`src/rtl/lqpi_pkg.sv`:
```
// Package for the horizontal luma quarter-pel interpolator.
// Holds the sizing constants, tap coefficients and shared types.
// No dependencies.
`default_nettype none

package lqpi_pkg;

  localparam int MAX_BLOCK_WIDTH  = 64;
  localparam int MAX_BLOCK_HEIGHT = 64;

  localparam int PIX_W       = 8;
  localparam int NUM_TAPS    = 8;
  localparam int WIN_TAPS    = NUM_TAPS - 1;
  localparam int NUM_PHASES  = 4;
  localparam int PHASE_W     = 2;
  localparam int CFG_DATA_W  = 7;
  localparam int SAMPLE_W    = 16;
  localparam int ACC_W       = SAMPLE_W + 1;

  // Column counter must reach the widest row end, width + 6.
  localparam int COL_W = $clog2(MAX_BLOCK_WIDTH + WIN_TAPS);
  // Row counter holds at most the height minus one.
  localparam int ROW_W = ($clog2(MAX_BLOCK_HEIGHT) > 0) ? $clog2(MAX_BLOCK_HEIGHT) : 1;
  // Effective height needs room for the maximum itself.
  localparam int HGT_W = ROW_W + 1;

  typedef enum logic [1:0] {
    CFG_FILTER_PHASE = 2'd0,
    CFG_BLOCK_WIDTH  = 2'd1,
    CFG_BLOCK_HEIGHT = 2'd2
  } lqpi_cfg_idx_t;

  typedef logic signed [7:0] lqpi_coef_t;

  // Row p is the tap set of fractional phase p; phase 0 is a plain copy scaled by 64.
  localparam lqpi_coef_t TAP_COEF [NUM_PHASES][NUM_TAPS] = '{
    '{ 8'sd0,  8'sd0,   8'sd0, 8'sd64,  8'sd0,   8'sd0, 8'sd0,  8'sd0},
    '{-8'sd1,  8'sd4, -8'sd10, 8'sd58, 8'sd17,  -8'sd5, 8'sd1,  8'sd0},
    '{-8'sd1,  8'sd4, -8'sd11, 8'sd40, 8'sd40, -8'sd11, 8'sd4, -8'sd1},
    '{ 8'sd0,  8'sd1,  -8'sd5, 8'sd17, 8'sd58, -8'sd10, 8'sd4, -8'sd1}
  };

  typedef logic [NUM_TAPS-1:0][PIX_W-1:0] lqpi_taps_t;

  // Contents of the tap register between the window and the filter.
  typedef struct packed {
    lqpi_taps_t         taps;
    logic [PHASE_W-1:0] phase;
    logic               row_end;
    logic               block_end;
  } lqpi_stage_t;

endpackage

`default_nettype wire

```
`src/rtl/lqpi_window.sv`:
```
// Pixel window, column/row counters and the tap register of the interpolator.
// Depends on lqpi_pkg.
`default_nettype none

module lqpi_window (
  input  wire logic                               clk,
  input  wire logic                               rst_n,
  input  wire logic                               in_valid,
  output logic                                    in_stall,
  input  wire logic [lqpi_pkg::PIX_W-1:0]         in_ref_pixel,
  input  wire logic [lqpi_pkg::PHASE_W-1:0]       filter_phase,
  input  wire logic [lqpi_pkg::CFG_DATA_W-1:0]    block_width,
  input  wire logic [lqpi_pkg::CFG_DATA_W-1:0]    block_height,
  input  wire logic                               stage_take,
  output logic                                    stage_valid,
  output lqpi_pkg::lqpi_stage_t                   stage
);

  logic [lqpi_pkg::PIX_W-1:0] win_r [lqpi_pkg::WIN_TAPS];
  logic [lqpi_pkg::COL_W-1:0] col_r, col_nxt;
  logic [lqpi_pkg::ROW_W-1:0] row_r, row_nxt;
  logic                       stage_valid_r;
  lqpi_pkg::lqpi_stage_t      stage_r, stage_nxt;

  logic                       accept;
  logic                       produce;
  logic                       col_last;
  logic                       row_last;
  logic [lqpi_pkg::COL_W-1:0] w_eff;
  logic [lqpi_pkg::HGT_W-1:0] h_eff;

  // The tap register may reload in the same cycle as it hands its item on.
  assign in_stall    = stage_valid_r && !stage_take;
  assign accept      = in_valid && !in_stall;
  assign stage_valid = stage_valid_r;
  assign stage       = stage_r;

  always_comb begin
    if (int'(block_width) < 4) begin
      w_eff = lqpi_pkg::COL_W'(4);
    end else if (int'(block_width) > lqpi_pkg::MAX_BLOCK_WIDTH) begin
      w_eff = lqpi_pkg::COL_W'(lqpi_pkg::MAX_BLOCK_WIDTH);
    end else begin
      w_eff = lqpi_pkg::COL_W'(block_width);
    end
    if (int'(block_height) < 1) begin
      h_eff = lqpi_pkg::HGT_W'(1);
    end else if (int'(block_height) > lqpi_pkg::MAX_BLOCK_HEIGHT) begin
      h_eff = lqpi_pkg::HGT_W'(lqpi_pkg::MAX_BLOCK_HEIGHT);
    end else begin
      h_eff = lqpi_pkg::HGT_W'(block_height);
    end
  end

  assign produce  = col_r >= lqpi_pkg::COL_W'(lqpi_pkg::WIN_TAPS);
  assign col_last = col_r >= (w_eff + lqpi_pkg::COL_W'(lqpi_pkg::WIN_TAPS - 1));
  assign row_last = ({1'b0, row_r} + lqpi_pkg::HGT_W'(1)) >= h_eff;

  always_comb begin
    col_nxt = col_r + lqpi_pkg::COL_W'(1);
    row_nxt = row_r;
    stage_nxt.phase     = filter_phase;
    stage_nxt.row_end   = 1'b0;
    stage_nxt.block_end = 1'b0;
    for (int i = 0; i < lqpi_pkg::WIN_TAPS; i++) begin
      stage_nxt.taps[i] = win_r[i];
    end
    stage_nxt.taps[lqpi_pkg::NUM_TAPS-1] = in_ref_pixel;
    if (produce && col_last) begin
      col_nxt           = '0;
      stage_nxt.row_end = 1'b1;
      if (row_last) begin
        row_nxt             = '0;
        stage_nxt.block_end = 1'b1;
      end else begin
        row_nxt = row_r + lqpi_pkg::ROW_W'(1);
      end
    end
  end

  always_ff @(posedge clk) begin
    if (!rst_n) begin
      col_r         <= '0;
      row_r         <= '0;
      stage_valid_r <= 1'b0;
    end else begin
      if (accept) begin
        col_r <= col_nxt;
        row_r <= row_nxt;
      end
      if (!in_stall) begin
        stage_valid_r <= accept && produce;
      end
    end
  end

  // Window contents are always refilled before they reach a result.
  always_ff @(posedge clk) begin
    if (accept) begin
      for (int i = 0; i < lqpi_pkg::WIN_TAPS - 1; i++) begin
        win_r[i] <= win_r[i+1];
      end
      win_r[lqpi_pkg::WIN_TAPS-1] <= in_ref_pixel;
    end
    if (accept && produce) begin
      stage_r <= stage_nxt;
    end
  end

`ifndef NO_ASSERTIONS
  a_fill_no_result: assert property (@(posedge clk) disable iff (!rst_n)
    accept && !produce |=> !stage_valid_r)
    else $error("window fill pixel produced a result");

  a_block_end_row_end: assert property (@(posedge clk) disable iff (!rst_n)
    stage_valid_r |-> (!stage_r.block_end || stage_r.row_end))
    else $error("block end without row end");

  a_row_end_clears_col: assert property (@(posedge clk) disable iff (!rst_n)
    accept && produce && col_last |=> col_r == '0)
    else $error("column counter not cleared at row end");

  a_col_bound: assert property (@(posedge clk) disable iff (!rst_n)
    accept |=> int'(col_r) <= lqpi_pkg::MAX_BLOCK_WIDTH + lqpi_pkg::WIN_TAPS - 1)
    else $error("column counter beyond widest row");
`endif

endmodule

`default_nettype wire

```
`src/rtl/lqpi_filter.sv`:
```
// Eight-tap filter sum and result register of the interpolator.
// Depends on lqpi_pkg.
`default_nettype none

module lqpi_filter (
  input  wire logic                                  clk,
  input  wire logic                                  rst_n,
  input  wire logic                                  stage_valid,
  input  wire lqpi_pkg::lqpi_stage_t                 stage,
  output logic                                       stage_take,
  output logic                                       out_valid,
  input  wire logic                                  out_stall,
  output logic signed [lqpi_pkg::SAMPLE_W-1:0]       out_interp_sample,
  output logic                                       out_row_end,
  output logic                                       out_block_end
);

  logic                                 out_valid_r;
  logic signed [lqpi_pkg::SAMPLE_W-1:0] sample_r;
  logic                                 row_end_r;
  logic                                 block_end_r;
  logic signed [lqpi_pkg::ACC_W-1:0]    sums [lqpi_pkg::NUM_PHASES];
  logic signed [lqpi_pkg::ACC_W-1:0]    sum_sel;

  // Each phase has constant coefficients, so every product is a few shifts and adds.
  always_comb begin
    for (int p = 0; p < lqpi_pkg::NUM_PHASES; p++) begin
      sums[p] = '0;
      for (int i = 0; i < lqpi_pkg::NUM_TAPS; i++) begin
        sums[p] = sums[p] + lqpi_pkg::TAP_COEF[p][i] * signed'({1'b0, stage.taps[i]});
      end
    end
    sum_sel = sums[stage.phase];
  end

  assign stage_take        = !out_valid_r || !out_stall;
  assign out_valid         = out_valid_r;
  assign out_interp_sample = sample_r;
  assign out_row_end       = row_end_r;
  assign out_block_end     = block_end_r;

  always_ff @(posedge clk) begin
    if (!rst_n) begin
      out_valid_r <= 1'b0;
    end else if (stage_take) begin
      out_valid_r <= stage_valid;
    end
  end

  always_ff @(posedge clk) begin
    if (stage_take && stage_valid) begin
      sample_r    <= sum_sel[lqpi_pkg::SAMPLE_W-1:0];
      row_end_r   <= stage.row_end;
      block_end_r <= stage.block_end;
    end
  end

endmodule

`default_nettype wire

```
`src/rtl/luma_qpel_horizontal_interp.sv`:
```
// Top level of the horizontal 8-tap luma quarter-pel interpolator.
// Depends on lqpi_pkg, lqpi_window and lqpi_filter.
//
//   Channel  Direction  Handshake          Payload
//   in_      input      in_valid/in_stall  in_ref_pixel (8 bits)
//   out_     output     out_valid/out_stall out_interp_sample (16 bits signed),
//                                          out_row_end, out_block_end
//   cfg_     input      cfg_valid/cfg_ready cfg_index (2 bits), cfg_wdata (7 bits)
//
// One pixel is accepted per cycle while in_stall is low. A pixel that completes
// a tap group loads its taps into the tap register when it is accepted; its
// sample then moves on into the result register, where the receiver takes it.
// The window and the filter are one pass of logic each, so throughput is one
// item per cycle while out_stall stays low.
// Reset (rst_n low, synchronous) empties both registers, clears the column and
// row counters and restores phase 0, width 64 and height 64.
// in_stall rises only when both registers hold items and out_stall is high.
`default_nettype none

module luma_qpel_horizontal_interp (
  input  wire logic                                 clk,
  input  wire logic                                 rst_n,
  input  wire logic                                 in_valid,
  output logic                                      in_stall,
  input  wire logic [lqpi_pkg::PIX_W-1:0]           in_ref_pixel,
  output logic                                      out_valid,
  input  wire logic                                 out_stall,
  output logic signed [lqpi_pkg::SAMPLE_W-1:0]      out_interp_sample,
  output logic                                      out_row_end,
  output logic                                      out_block_end,
  input  wire logic                                 cfg_valid,
  output logic                                      cfg_ready,
  input  wire logic [1:0]                           cfg_index,
  input  wire logic [lqpi_pkg::CFG_DATA_W-1:0]      cfg_wdata
);

  logic [lqpi_pkg::PHASE_W-1:0]    filter_phase_r;
  logic [lqpi_pkg::CFG_DATA_W-1:0] block_width_r;
  logic [lqpi_pkg::CFG_DATA_W-1:0] block_height_r;

  logic                  stage_valid;
  logic                  stage_take;
  lqpi_pkg::lqpi_stage_t stage;

  // Register writes are always taken; software writes only while the block is idle.
  assign cfg_ready = 1'b1;

  always_ff @(posedge clk) begin
    if (!rst_n) begin
      filter_phase_r <= '0;
      block_width_r  <= lqpi_pkg::CFG_DATA_W'(64);
      block_height_r <= lqpi_pkg::CFG_DATA_W'(64);
    end else if (cfg_valid && cfg_ready) begin
      unique case (lqpi_pkg::lqpi_cfg_idx_t'(cfg_index))
        lqpi_pkg::CFG_FILTER_PHASE: filter_phase_r <= cfg_wdata[lqpi_pkg::PHASE_W-1:0];
        lqpi_pkg::CFG_BLOCK_WIDTH:  block_width_r  <= cfg_wdata;
        lqpi_pkg::CFG_BLOCK_HEIGHT: block_height_r <= cfg_wdata;
        default: ; // The unused index is ignored.
      endcase
    end
  end

  // Window and counters: turns the pixel stream into 8-tap groups with row and
  // block flags, and holds them in the tap register.
  lqpi_window u_window (
    .clk          (clk),
    .rst_n        (rst_n),
    .in_valid     (in_valid),
    .in_stall     (in_stall),
    .in_ref_pixel (in_ref_pixel),
    .filter_phase (filter_phase_r),
    .block_width  (block_width_r),
    .block_height (block_height_r),
    .stage_take   (stage_take),
    .stage_valid  (stage_valid),
    .stage        (stage)
  );

  // Filter: weighted sum of the taps for the captured phase, into the result register.
  lqpi_filter u_filter (
    .clk               (clk),
    .rst_n             (rst_n),
    .stage_valid       (stage_valid),
    .stage             (stage),
    .stage_take        (stage_take),
    .out_valid         (out_valid),
    .out_stall         (out_stall),
    .out_interp_sample (out_interp_sample),
    .out_row_end       (out_row_end),
    .out_block_end     (out_block_end)
  );

endmodule

`default_nettype wire

```
`config.mk`:
```
export PLATFORM = sky130hd
export DESIGN_NAME = luma_qpel_horizontal_interp
export DESIGN_NICKNAME = d
export VERILOG_FILES = /design/src/rtl/lqpi_pkg.sv /design/src/rtl/lqpi_window.sv /design/src/rtl/lqpi_filter.sv /design/src/rtl/luma_qpel_horizontal_interp.sv
export SDC_FILE = /design/constraint.sdc
export NUM_CORES = 1
export LEC_CHECK = 0
export BUFFER_PORTS_ARGS = -buffer_cell sky130_fd_sc_hd__clkbuf_2
export CORE_AREA = 3 3 186 188
export CTS_BUF_LIST = sky130_fd_sc_hd__clkbuf_8
export DETAILED_ROUTE_END_ITERATION = 6
export DIE_AREA = 0 0 189 191
export PLACE_DENSITY_LB_ADDON = 0.08
export SETUP_SLACK_MARGIN = 0.4
export SLEW_MARGIN = 20
export SYNTH_ARGS = -nofsm -noshare
export SYNTH_HDL_FRONTEND = slang
export SYNTH_SLANG_ARGS = --single-unit
```
`constraint.sdc`:
```
create_clock -name clk -period 8.9 [get_ports clk]
set_input_delay 0.89 -clock clk [delete_from_list [all_inputs] [get_ports clk]]
set_output_delay 0.89 -clock clk [all_outputs]
set_load 0.02 [all_outputs]
```
==> reports/results.tsv <==
stage	metric	value	unit
floorplan	fp.dieW	189	um
yosys	synth_cell_types	64	
clock_tree	cts_sinks	173	
clock_tree	clk_latency	0.48	ns
yosys	syn_inst	1691	
clock_tree	cts_tree	built	
setup_path	critical_path_class	flip-flop to flip-flop	
setup_path	worstPathArrival	7.73	ns
sta	rsz0062_at_grt	false	
setup_path	start_kind	flip-flop	
placement	io_buffers	41	
finish	fin_util	58.8	%
status	outcome	complete, no violations	
global_route	gr-total-overflow	0	
global_route	grt_pass1_wl	67.9	mm
placement	gp_congestion	0.933	
yosys	yosys_most_used_dff	edfxtp_1	
yosys	seq_area_frac_synth	26.6	%
drt	vias	11900	
sta	fmax	0.134	GHz
yosys	synthesis.nets	2202	
yosys	syn_area	0.0184	mm^2
drt	drcViolationCount	0	
drt	drt-total-wl	42.6	mm
sta	fin_tns_setup	0	ns
setup_path	required	9.14	ns
yosys	yosysWarnings	0	
clock_tree	cts_buffer_depth	2	
finish	drive_gt1_share	6.52	%
yosys	ys_ff_latch	173	
finish	fin_nets	2263	
clock_tree	postCtsHoldBufs	0	
sta	fin_crit_sh	84.1	%
floorplan	rows	67	
drt	via_per_inst	5.37	
global_route	antenna_found_initial	0	
yosys	synth_edf_count	142	
drt	ant_nets	0	
power	peakVddDrop	0.137	mV
global_route	grt_pass1_vias	12500	
sta	timing.slew.headroom	37.0	%
sta	worst_pin_slew	0.945	ns
floorplan	die_height	191	um
clock_tree	clk_pin_slew_worst_paths	0.11	ns
global_route	grt_use_total	24.9	%
hold_path	min_path_type	flip-flop to flip-flop	
setup_path	end_kind	flip-flop	
finish	area_delta_synth_final	6.47	%
job	cap_viol_max_count	0	
global_route	grt_max_degree	71	
finish	diodes	0	
setup_path	cp_max_fo	4	
clock_tree	cts-root-buf	clkbuf_8	
sta	period_minus_slack	7.49	ns
sta	maxSlewViolCount	0	
drt	dr.pass1.iters	5	
yosys	postSynthAreaPerCell	10.9	um^2
clock_tree	cts_made_buffers	17	
floorplan	die-area	0.0361	mm^2
floorplan	start_util	55.2	%
sta	finClkSkew	0.0246	ns
power	power_density	78.9	mW/mm^2
clock_tree	cts_resized	0	
drt	drt_iter0_drc	555	
sta	final-setup-viol-count	0	
floorplan	core_area	0.0333	mm^2
drt	wl_per_cell	19.3	um
placement	dp_hpwl	36.6	mm
sta	hold_violations	0	
clock_tree	ctsHtreeMaxLevel	4	
floorplan	io_pins	43	
power	p_leak	9.50	nW
yosys	synthArstFlopShare	0	%
clock_tree	post_cts_buffers	0	
==> state kept, by name, summed over array words and instances (netlist names) <==
register                    flops
u_window.col_r                  7
u_window.row_r                  6
u_filter.out_row_end            1
u_window.stage_valid            1
block_width_r                   7
block_height_r                  7
u_window.win_r                 56
u_window.stage                 68
filter_phase_r                  2
u_filter.out_block_end          1
u_filter.out_interp_sample     16
u_filter.out_valid              1
==> final timing paths <==
path / from / end / slack, ns / depth (start not counted)
max: u_window.stage[21] / u_filter.out_interp_sample[15] / 1.41 / 25
min: u_window.win_r[0][1] / u_window.stage[5] / 0.42 / 0
max reg2reg: u_window.stage[21] / u_filter.out_interp_sample[15] / 1.41 / 25
min reg2reg: u_window.win_r[0][1] / u_window.stage[5] / 0.42 / 0
==> cells in the final DEF, fill, tap and decap left out, types with 5 or more instances in the layout <==
| cell type | synthesis | final |
|---|---|---|
| a211oi_1 | 6 | 6 |
| buf_4 | 1 | 12 |
| dfxtp_1 | 31 | 31 |
| nor3_1 | 18 | 18 |
| nand2_1 | 38 | 38 |
| inv_8 | 0 | 6 |
| nor2_1 | 56 | 56 |
| xor2_1 | 38 | 38 |
| o211ai_1 | 6 | 6 |
| mux4_2 | 7 | 7 |
| a21o_1 | 36 | 36 |
| or4_1 | 5 | 5 |
| edfxtp_1 | 142 | 142 |
| nor2b_1 | 17 | 17 |
| nand3_1 | 13 | 13 |
| clkbuf_8 | 0 | 17 |
| nand2b_1 | 19 | 19 |
| inv_1 | 407 | 406 |
| o21bai_1 | 23 | 23 |
| or2_2 | 7 | 7 |
| mux2i_1 | 17 | 17 |
| o21a_1 | 18 | 18 |
| o21ai_0 | 43 | 43 |
| and2_1 | 7 | 6 |
| o22ai_1 | 5 | 5 |
| a21oi_1 | 70 | 70 |
| a31oi_1 | 5 | 5 |
| fa_1 | 214 | 214 |
| ha_1 | 275 | 275 |
| o31ai_1 | 8 | 8 |
| clkbuf_2 | 0 | 41 |
| xnor2_1 | 89 | 89 |
==> stage by stage <==
step | area, um^2 | power [W] | hold WS [ns] | setup slack [ns] | std cells
floorplan | 18400 | 0.000992 | 0.400 | 2.15 | 1691
global placement | 19200 | 0.00102 | 0.400 | 1.50 | 2181
detailed placement | 19200 | 0.00103 | 0.405 | 1.48 | 2181
CTS | 19600 | 0.00156 | 0.416 | 1.45 | 2213
global route | 19600 | 0.00161 | 0.430 | 1.04 | 2213
finish | 19600 | 0.00154 | 0.416 | 1.41 | 2213
==> where the power goes <==
| group | leakage (nW) | switching [W] | internal [W] |
|---|---|---|---|
| Clock | 0.195 | 0.000326 | 0.000208 |
| Sequential | 1.56 | 0.0000131 | 0.000896 |
| Combinational | 7.74 | 0.0000563 | 0.0000425 |
==> cells in the mapped netlist (all sizes together), types with 3 or more instances <==
master	count	area, um^2
or2	7	43.8
o211ai	7	57.6
nand2b	20	133
edfxtp	142	4260
o31a	4	35.0
a21o	36	270
inv	407	1530
xor2	38	333
nand2	38	143
and2	7	43.8
or4	5	37.5
nor3	18	90.1
nand3	13	65.1
o21bai	23	173
mux2	3	33.8
nor2b	17	106
or3	4	25.0
o21ai	45	225
o21a	18	135
ha	275	3440
nand4	4	25.0
and3	4	25.0
a22o	4	35.0
nor4	3	18.8
nor3b	5	42.5
mux2i	17	170
fa	214	4280
o311ai	3	26.3
xnor2	90	796
nor2	56	210
o22ai	6	43.8
dfxtp	31	621
a211oi	7	65.1
a31oi	5	31.3
mux4	7	158
clkbuf	9	33.8
a21oi	70	350
o31ai	9	72.6
==> worst max-delay path, stage by stage (launching register included) <==
cell	delay, ns
edfxtp_1	0.47
inv_1	0.18
ha_1	0.30
fa_1	0.48
fa_1	0.59
inv_1	0.07
fa_1	0.46
nor2b_1	0.13
o21ai_0	0.11
a21oi_1	0.21
o21ai_0	0.11
nand2b_1	0.12
a21oi_1	0.09
o21bai_1	0.16
xor2_1	0.30
fa_1	0.51
fa_1	0.50
inv_1	0.06
fa_1	0.48
ha_1	0.33
ha_1	0.36
and3_1	0.20
a221o_1	0.35
a31oi_1	0.21
xnor2_1	0.15
a221o_1	0.34
==> routing by layer <==
layer	GRT usage [%]	vias up	wire length, um
met5	0	-	0
met4	7.51	0	1190
met3	4.33	59	1950
met2	40.4	254	19600
met1	34.6	5905	19900
li1	-	5666	-
==> final cells by class <==
type	count	area, um^2
fillers	2870	13700
inverters	408	1530
well taps	448	561
repair buffers	53	295
multi-input cells	1099	11900
flip-flops and latches	173	4880
clock buffers	17	234
clock inverters	15	145
==> kinds of logic (layout without fill, tap and decap cells) <==
group | after synthesis | count (layout) | share of synthesized area [%]
compound gates | 248 | 248 | 8.89
xor+xnor | 128 | 128 | 6.14
fa+ha+maj | 489 | 489 | 42.0
buf+inv | 419 | 493 | 8.62
flops | 173 | 173 | 26.6
mux | 27 | 27 | 1.97
other cells | 1 | 1 | 0.0204
simple gates | 206 | 206 | 5.72
No activity file was read; power rests on OpenSTA's default activity.
